`src/rtl/ridba_pkg.sv`:
```
// shared types and constants for the rule id bitmap allocator
// no dependencies; used by rule_id_bitmap_allocator
`default_nettype none

package ridba_pkg;

  localparam int MAX_RULES_DEFAULT  = 1024;
  localparam int SLAB_WIDTH_DEFAULT = 64;

  localparam int OPCODE_W  = 2;
  localparam int RULE_ID_W = 10;
  localparam int STATUS_W  = 3;
  localparam int LIMIT_W   = 11;
  localparam int APB_DW    = 32;
  localparam int APB_AW    = 3;

  localparam logic [LIMIT_W-1:0] RULE_LIMIT_RESET = 11'd1024;

  typedef enum logic [OPCODE_W-1:0] {
    OP_ALLOC = 2'd0,
    OP_FREE  = 2'd1,
    OP_FLUSH = 2'd2
  } opcode_t;

  typedef enum logic [STATUS_W-1:0] {
    ST_OK         = 3'd0,
    ST_DISABLED   = 3'd1,
    ST_NO_FREE    = 3'd2,
    ST_INVALID    = 3'd3,
    ST_NOT_ACTIVE = 3'd4,
    ST_DEV_ERR    = 3'd5
  } status_t;

  typedef enum logic [0:0] {
    REG_FLOW_ENABLE = 1'b0,
    REG_RULE_LIMIT  = 1'b1
  } reg_index_t;

  typedef enum logic [0:0] {
    S_IDLE = 1'b0,
    S_EXEC = 1'b1
  } state_t;

endpackage

`default_nettype wire

```
`src/rtl/rule_id_bitmap_allocator.sv`:
```
// rule id allocator top level: free bitmap memory, summary bits, control
// depends on ridba_pkg
`default_nettype none

// Hands out the lowest free rule ID below the configured limit, frees single
// IDs and flushes the whole pool. The free bitmap sits in a one-port
// synchronous memory of MAX_RULES/SLAB_WIDTH (rounded up) slabs. The slab is
// read into rd_data at the edge that accepts the request; in the execute
// state it is then modified, written back and the response is registered. The
// request side stalls during the execute state, which is held for as long as
// the previous response is still stalled at the output. A flush takes effect
// at once through one written-since-flush flag per slab, so no clearing pass
// is needed after reset or flush. Registers: 0x0 flow_enable, 0x4 rule_limit.
module rule_id_bitmap_allocator #(
  parameter int MAX_RULES  = ridba_pkg::MAX_RULES_DEFAULT,
  parameter int SLAB_WIDTH = ridba_pkg::SLAB_WIDTH_DEFAULT
) (
  input  wire logic                              clk,
  input  wire logic                              rst,
  input  wire logic                              psel,
  input  wire logic                              penable,
  input  wire logic                              pwrite,
  input  wire logic [ridba_pkg::APB_AW-1:0]      paddr,
  input  wire logic [ridba_pkg::APB_DW-1:0]      pwdata,
  output logic      [ridba_pkg::APB_DW-1:0]      prdata,
  output logic                                   pready,
  input  wire logic                              in_valid,
  output logic                                   in_stall,
  input  wire logic [ridba_pkg::OPCODE_W-1:0]    opcode,
  input  wire logic [ridba_pkg::RULE_ID_W-1:0]   rule_id_in,
  input  wire logic                              device_ok,
  output logic                                   out_valid,
  input  wire logic                              out_stall,
  output logic      [ridba_pkg::STATUS_W-1:0]    status,
  output logic      [ridba_pkg::RULE_ID_W-1:0]   rule_id_out
);

  localparam int NUM_SLABS = (MAX_RULES + SLAB_WIDTH - 1) / SLAB_WIDTH;
  localparam int SW        = (NUM_SLABS > 1) ? $clog2(NUM_SLABS) : 1;
  localparam int BW        = $clog2(SLAB_WIDTH);
  localparam int LIM_W     = $clog2(MAX_RULES + 1);
  localparam int CW        = (LIM_W > ridba_pkg::LIMIT_W) ? LIM_W : ridba_pkg::LIMIT_W;
  localparam int QSH       = CW + BW;
  localparam int RW        = CW + 2;
  localparam int RECIP     = ((1 << QSH) + SLAB_WIDTH - 1) / SLAB_WIDTH;
  localparam int PW        = CW + RW;

  localparam logic [CW-1:0] MAX_RULES_C  = CW'(MAX_RULES);
  localparam logic [CW-1:0] SLAB_WIDTH_C = CW'(SLAB_WIDTH);
  localparam logic [RW-1:0] RECIP_C      = RW'(RECIP);

  // configuration
  logic                               flow_enable;
  logic [ridba_pkg::LIMIT_W-1:0]      rule_limit;
  logic                               cfg_wr;
  logic [CW-1:0]                      limit_ext;
  logic [CW-1:0]                      lim;

  // state
  ridba_pkg::state_t                  state, state_next;
  logic [SLAB_WIDTH-1:0]              mem [NUM_SLABS];
  logic [SLAB_WIDTH-1:0]              rd_data;
  logic [NUM_SLABS-1:0]               slab_valid;
  logic [NUM_SLABS-1:0]               has_free;
  logic [LIM_W-1:0]                   active_count;
  logic                               fault_latched;

  // request registers
  logic [ridba_pkg::OPCODE_W-1:0]     opcode_q;
  logic [CW-1:0]                      id_q;
  logic                               dev_ok_q;
  logic [SW-1:0]                      slab_q;
  logic                               any_free_q;

  // accept side
  logic                               accept;
  logic [CW-1:0]                      id_in_ext;
  logic [PW-1:0]                      quot_prod;
  logic [SW-1:0]                      free_slab;
  logic [SW-1:0]                      first_slab;
  logic [SW-1:0]                      rd_addr;

  // execute side
  logic                               fire;
  logic [SLAB_WIDTH-1:0]              word;
  logic [CW-1:0]                      base;
  logic [CW-1:0]                      id_diff;
  logic [BW-1:0]                      bit_pos;
  logic [BW-1:0]                      first_bit;
  logic [CW-1:0]                      alloc_id;
  logic [SLAB_WIDTH-1:0]              new_word;
  logic                               wr_en;
  logic                               do_flush;
  logic                               set_fault;
  logic                               inc_active;
  logic                               dec_active;
  logic [ridba_pkg::STATUS_W-1:0]     res_status;
  logic [CW-1:0]                      res_id;

  function automatic logic [SLAB_WIDTH-1:0] reset_word(input logic [CW-1:0] slab_base);
    logic [SLAB_WIDTH-1:0] w;
    for (int b = 0; b < SLAB_WIDTH; b++) begin
      w[b] = (slab_base + CW'(b)) < MAX_RULES_C;
    end
    return w;
  endfunction

  // configuration port
  assign pready = 1'b1;
  assign cfg_wr = psel && penable && pwrite;

  always_ff @(posedge clk) begin
    if (rst) begin
      flow_enable <= 1'b0;
      rule_limit  <= ridba_pkg::RULE_LIMIT_RESET;
    end else if (cfg_wr) begin
      unique case (ridba_pkg::reg_index_t'(paddr[2]))
        ridba_pkg::REG_FLOW_ENABLE: flow_enable <= pwdata[0];
        ridba_pkg::REG_RULE_LIMIT:  rule_limit  <= pwdata[ridba_pkg::LIMIT_W-1:0];
        default: ;
      endcase
    end
  end

  always_comb begin
    unique case (ridba_pkg::reg_index_t'(paddr[2]))
      ridba_pkg::REG_FLOW_ENABLE: prdata = {{(ridba_pkg::APB_DW-1){1'b0}}, flow_enable};
      ridba_pkg::REG_RULE_LIMIT:
        prdata = {{(ridba_pkg::APB_DW-ridba_pkg::LIMIT_W){1'b0}}, rule_limit};
      default: prdata = '0;
    endcase
  end

  assign limit_ext = CW'(rule_limit);
  assign lim       = (limit_ext > MAX_RULES_C) ? MAX_RULES_C : limit_ext;

  // accept side: slab address
  assign accept    = in_valid && !in_stall;
  assign in_stall  = (state != ridba_pkg::S_IDLE);
  assign id_in_ext = CW'(rule_id_in);

  // slab of a freed id by reciprocal multiplication
  assign quot_prod = PW'(id_in_ext) * PW'(RECIP_C);
  assign free_slab = quot_prod[QSH +: SW];

  always_comb begin
    first_slab = '0;
    for (int i = NUM_SLABS - 1; i >= 0; i--) begin
      if (has_free[i]) first_slab = SW'(i);
    end
  end

  assign rd_addr = (opcode == ridba_pkg::OP_ALLOC) ? first_slab : free_slab;

  always_ff @(posedge clk) begin
    if (accept) begin
      opcode_q   <= opcode;
      id_q       <= id_in_ext;
      dev_ok_q   <= device_ok;
      slab_q     <= rd_addr;
      any_free_q <= |has_free;
    end
  end

  // bitmap memory
  always_ff @(posedge clk) begin
    if (accept) rd_data <= mem[rd_addr];
  end

  always_ff @(posedge clk) begin
    if (wr_en) mem[slab_q] <= new_word;
  end

  // execute side
  assign base     = CW'(slab_q) * SLAB_WIDTH_C;
  assign word     = slab_valid[slab_q] ? rd_data : reset_word(base);
  assign id_diff  = id_q - base;
  assign bit_pos  = id_diff[BW-1:0];
  assign alloc_id = base + CW'(first_bit);

  always_comb begin
    first_bit = '0;
    for (int b = SLAB_WIDTH - 1; b >= 0; b--) begin
      if (word[b]) first_bit = BW'(b);
    end
  end

  always_comb begin
    res_status = ridba_pkg::ST_OK;
    res_id     = '0;
    new_word   = word;
    wr_en      = 1'b0;
    do_flush   = 1'b0;
    set_fault  = 1'b0;
    inc_active = 1'b0;
    dec_active = 1'b0;
    if (!flow_enable || fault_latched) begin
      res_status = ridba_pkg::ST_DISABLED;
    end else begin
      case (opcode_q)
        ridba_pkg::OP_ALLOC: begin
          if (!any_free_q || alloc_id >= lim) begin
            res_status = ridba_pkg::ST_NO_FREE;
          end else if (!dev_ok_q) begin
            res_status = ridba_pkg::ST_DEV_ERR;
          end else begin
            new_word[first_bit] = 1'b0;
            wr_en      = fire;
            inc_active = fire;
            res_id     = alloc_id;
          end
        end
        ridba_pkg::OP_FREE: begin
          if (id_q >= lim) begin
            res_status = ridba_pkg::ST_INVALID;
          end else if (word[bit_pos]) begin
            res_status = ridba_pkg::ST_NOT_ACTIVE;
          end else if (!dev_ok_q) begin
            res_status = ridba_pkg::ST_DEV_ERR;
          end else begin
            new_word[bit_pos] = 1'b1;
            wr_en      = fire;
            dec_active = fire && (active_count != '0);
          end
        end
        ridba_pkg::OP_FLUSH: begin
          do_flush = fire;
          if (active_count != '0 && !dev_ok_q) begin
            res_status = ridba_pkg::ST_DEV_ERR;
            set_fault  = fire;
          end
        end
        default: res_status = ridba_pkg::ST_INVALID;
      endcase
    end
  end

  always_ff @(posedge clk) begin
    if (rst) begin
      slab_valid    <= '0;
      has_free      <= '1;
      active_count  <= '0;
      fault_latched <= 1'b0;
    end else begin
      if (do_flush) begin
        slab_valid   <= '0;
        has_free     <= '1;
        active_count <= '0;
      end else begin
        if (wr_en) begin
          slab_valid[slab_q] <= 1'b1;
          has_free[slab_q]   <= |new_word;
        end
        if (inc_active) active_count <= active_count + LIM_W'(1);
        if (dec_active) active_count <= active_count - LIM_W'(1);
      end
      if (set_fault) fault_latched <= 1'b1;
    end
  end

  // request sequencing
  assign fire = (state == ridba_pkg::S_EXEC) && !(out_valid && out_stall);

  always_ff @(posedge clk) begin
    if (rst) state <= ridba_pkg::S_IDLE;
    else     state <= state_next;
  end

  always_comb begin
    state_next = state;
    unique case (state)
      ridba_pkg::S_IDLE: if (accept) state_next = ridba_pkg::S_EXEC;
      ridba_pkg::S_EXEC: if (fire)   state_next = ridba_pkg::S_IDLE;
      default:                       state_next = ridba_pkg::S_IDLE;
    endcase
  end

  // response register
  always_ff @(posedge clk) begin
    if (rst) begin
      out_valid <= 1'b0;
    end else if (fire) begin
      out_valid <= 1'b1;
    end else if (!out_stall) begin
      out_valid <= 1'b0;
    end
  end

  always_ff @(posedge clk) begin
    if (fire) begin
      status      <= res_status;
      rule_id_out <= res_id[ridba_pkg::RULE_ID_W-1:0];
    end
  end

endmodule

`default_nettype wire

```
`config.mk`:
```
export PLATFORM = sky130hd
export DESIGN_NAME = rule_id_bitmap_allocator
export DESIGN_NICKNAME = d
export VERILOG_FILES = /design/src/rtl/ridba_pkg.sv /design/src/rtl/rule_id_bitmap_allocator.sv
export SDC_FILE = /design/constraint.sdc
export NUM_CORES = 2
export LEC_CHECK = 0
export BUFFER_PORTS_ARGS = -buffer_cell sky130_fd_sc_hd__buf_2
export CORE_MARGIN = 5
export CORE_UTILIZATION = 67
export DETAILED_ROUTE_END_ITERATION = 6
export GPL_TIMING_DRIVEN = 0
export HOLD_SLACK_MARGIN = 0.05
export PLACE_DENSITY = 0.86
export SYNTH_ARGS = -nofsm -noshare
export SYNTH_HDL_FRONTEND = slang
export SYNTH_SLANG_ARGS = --single-unit
export TNS_END_PERCENT = 50
```
`constraint.sdc`:
```
create_clock -name clk -period 27.4 [get_ports clk]
set_clock_uncertainty 0.2 [all_clocks]
set_input_delay 2.74 -clock clk [delete_from_list [all_inputs] [get_ports clk]]
set_output_delay 2.74 -clock clk [all_outputs]
set_load 0.02 [all_outputs]
```
==> run_results.csv <==
group,metric,value,unit
die,die_h,282,µm
die,die_x,282,µm
die,io_pins,103,
setup_path,crit_path_frequent_cell,"a21oi_1",
clocking,root_buffer,"clkbuf_16",
cells_and_area,final_cell_mix,"1,119 x edfxtp_1, 389 x mux2_2, 229 x buf_4, 198 x o22ai_1, 184 x nor2_1",
cells_and_area,final_common_cell,"edfxtp_1",
setup_path,critical_path.slowest_cell,"clkbuf_1",
clocking,postCtsHoldBufs,0,
cells_and_area,nets,3647,
yosys,syn_avg_cell_area,15.7,µm²
sta,rsz0062_at_grt,"false",
placement,io_buffer_count,57,
sta,setup-violations-final,0,
grt,grt_pass1_vias,34200,
clocking,cts_max_path_buffers,3,
status,status,"complete, but fails checks",
cells_and_area,post-route-util,0.774,
route,antenna_left,0,
die,core_area,73200,µm²
setup_path,crit_family,"buffers and inverters",
grt,gr-total-overflow,0,
cells_and_area,drive_above_1_share,0.274,
route,drc,1,
pwr,power_density,68.0,nW/µm²
yosys,synth_edf_count,1119,
cells_and_area,n_fill_cell,3754,
setup_path,start_kind,"flop",
grt,antenna_found_initial,5,
route,drt-total-wl,170,mm
grt,grt_max_degree,33,
route,wl_per_cell,36.8,µm
clocking,cts_setup_buffers,0,
setup_path,crit_fanout,10,
route,via_per_inst,7.48,
setup_path,slowest_delay,0.83,ns
sta,finalHoldViolations,0,
sta,period_share,0.371,
placement,place_congestion,1.03,
clocking,cts_tree,"built",
job,maxCapViolCount,1,
sta,worstMarginPinSlew,1.51,ns
pwr,ir_worst_vdd,80.0,µV
clocking,clk_latency,0.72,ns
grt,grt_use_total,0.422,
sta,final.min_clock_period,10.16,ns
yosys,ys.flop_type,"edfxtp_1",
hold_path,hp-class,"flop to flop",
setup_path,end_kind,"flop",
yosys,async_flop_share,0,
yosys,ys_top_cells_by_area,"edfxtp_1 68%, mux2_2 8.8%, mux4_2 3.1%",
yosys,netlist_instances,3166,
clocking,clk_pin_slew_worst_paths,0.07,ns
die,start_util,0.679,
route,drt_first_pass_iters,7,
placement,hpwl,114,mm
sta,hold-worst-slack,0.280,ns
setup_path,cp_num_buf_inv,8,
route,num_vias,34500,
die,num_rows,99,
pwr,leakage,18.0,nW
sta,slew_viol_final,18,
yosys,synth_top_cell_by_area,"edfxtp_1",
clocking,numCtsBuffers,109,
route,drtIter0Drc,6699,
yosys,yosys_warnings,0,
die,dieArea,79700,µm²
clocking,cts_resized,0,
setup_path,required,27.70,ns
clocking,htreeDepth,3,
sta,setup_tns,0,ns
clocking,numClockSinks,1177,
sta,fmax,98.4,MHz
yosys,ys_types,97,
setup_path,crit_type,"flop to flop",
cells_and_area,area_growth,14.1,%
yosys,syn_area,49700,µm²
grt,grt_first_pass_wirelength,239,mm
yosys,yosysSeqAreaShare,0.699,
yosys,synth_top_area_frac,0.676,
setup_path,cp.arrival,10.46,ns
sta,slew_headroom,-0.0132,
status,violations,"design-rule violations, max-capacitance violations, max-slew violations",
yosys,ys_ff_latch,1177,
stage by stage:
| step | instances | worst slack [ns] | power, mW | area [µm²] |
|---|---|---|---|---|
| finish | 4615 | 17.24 | 3.85 | 56700 |
| global route | 4615 | 17.26 | 3.93 | 56700 |
| detailed placement | 4408 | 17.67 | 2.34 | 53000 |
| floorplan | 3186 | 15.96 | 2.22 | 49800 |
| CTS | 4611 | 17.67 | 3.83 | 56600 |
| global placement | 4202 | 5.16 | 2.33 | 51300 |
cell families after synthesis:
logic type | count (synthesis) | share of synthesized area
flops | 1177 | 0.699
simple gates | 714 | 0.0766
compound gates | 522 | 0.0709
mux | 479 | 0.123
buf+inv | 237 | 0.0210
fa+ha+maj | 29 | 0.00745
xor+xnor | 6 | 0.00106
other cells | 2 | 0.000151
worst paths after layout:
path | start | end | slack (ns) | depth (start not counted)
setup / recovery | slab_q[1]$_DFFE_PP_ | has_free[10]$_SDFFE_PP1P_ | 17.24 | 25
hold / removal | limit_ext[2]$_SDFFE_PP0P_ | limit_ext[2]$_SDFFE_PP0P_ | 0.28 | 2
setup reg to reg | slab_q[1]$_DFFE_PP_ | has_free[10]$_SDFFE_PP1P_ | 17.24 | 25
hold reg to reg | limit_ext[2]$_SDFFE_PP0P_ | limit_ext[2]$_SDFFE_PP0P_ | 0.28 | 2
metal layers:
| metal | GRT usage | vias up | part of all wire |
|---|---|---|---|
| met5 | 0 | - | 0.00019 |
| met2 | 0.658 | 3577 | 0.45 |
| met4 | 0.193 | 4 | 0.065 |
| met1 | 0.559 | 16700 | 0.33 |
| li1 | - | 13500 | - |
| met3 | 0.128 | 752 | 0.15 |
worst min-delay path: stages (launching register included):
cell     delay, ns
dfxtp_1       0.32
nand2_1       0.06
a21oi_1       0.06
state kept, by name (all words and copies together) (netlist names), 2 cells and up:
name          cells
id_q             10
has_free         16
mem            1024
status            3
rule_id_out      10
active_count     11
limit_ext        11
slab_q            4
slab_valid       16
rd_data          64
opcode_q          2
cell type report:
class | instances | area, µm² | share of cell area
flip-flops and latches | 1177 | 34800 | 0.613
inverters | 49 | 184 | 0.00324
clock buffers | 143 | 2950 | 0.0520
plain buffers | 188 | 863 | 0.0152
clock inverters | 60 | 644 | 0.0114
multi-input cells | 1772 | 14200 | 0.250
diodes | 1 | 2.50 | 0.0000441
repair buffers | 266 | 1910 | 0.0336
well taps | 959 | 1200 | 0.0212
report_power, final:
group | total (mW) | switching (mW) | internal, mW
Clock | 1.53 | 0.685 | 0.842
Combinational | 0.297 | 0.208 | 0.0890
Sequential | 2.03 | 0.0301 | 2.00
cells in the mapped netlist (17+ instances only):
master and number:
mux2i_1 22, clkbuf_1 126, nor4_1 104, buf_4 28, nand2b_1 38, nand4_1 19, buf_1 18, nor3_1 113
and2_1 25, nor2b_1 17, mux4_2 68, o21ai_0 39, nor2_1 185, nand2_1 88, dfxtp_1 58, nand3_1 40
edfxtp_1 1119, inv_1 45, ha_1 28, a21oi_1 76, a31oi_1 46, o22ai_1 198, mux2_2 389
Power figures use the tool's default switching activity.
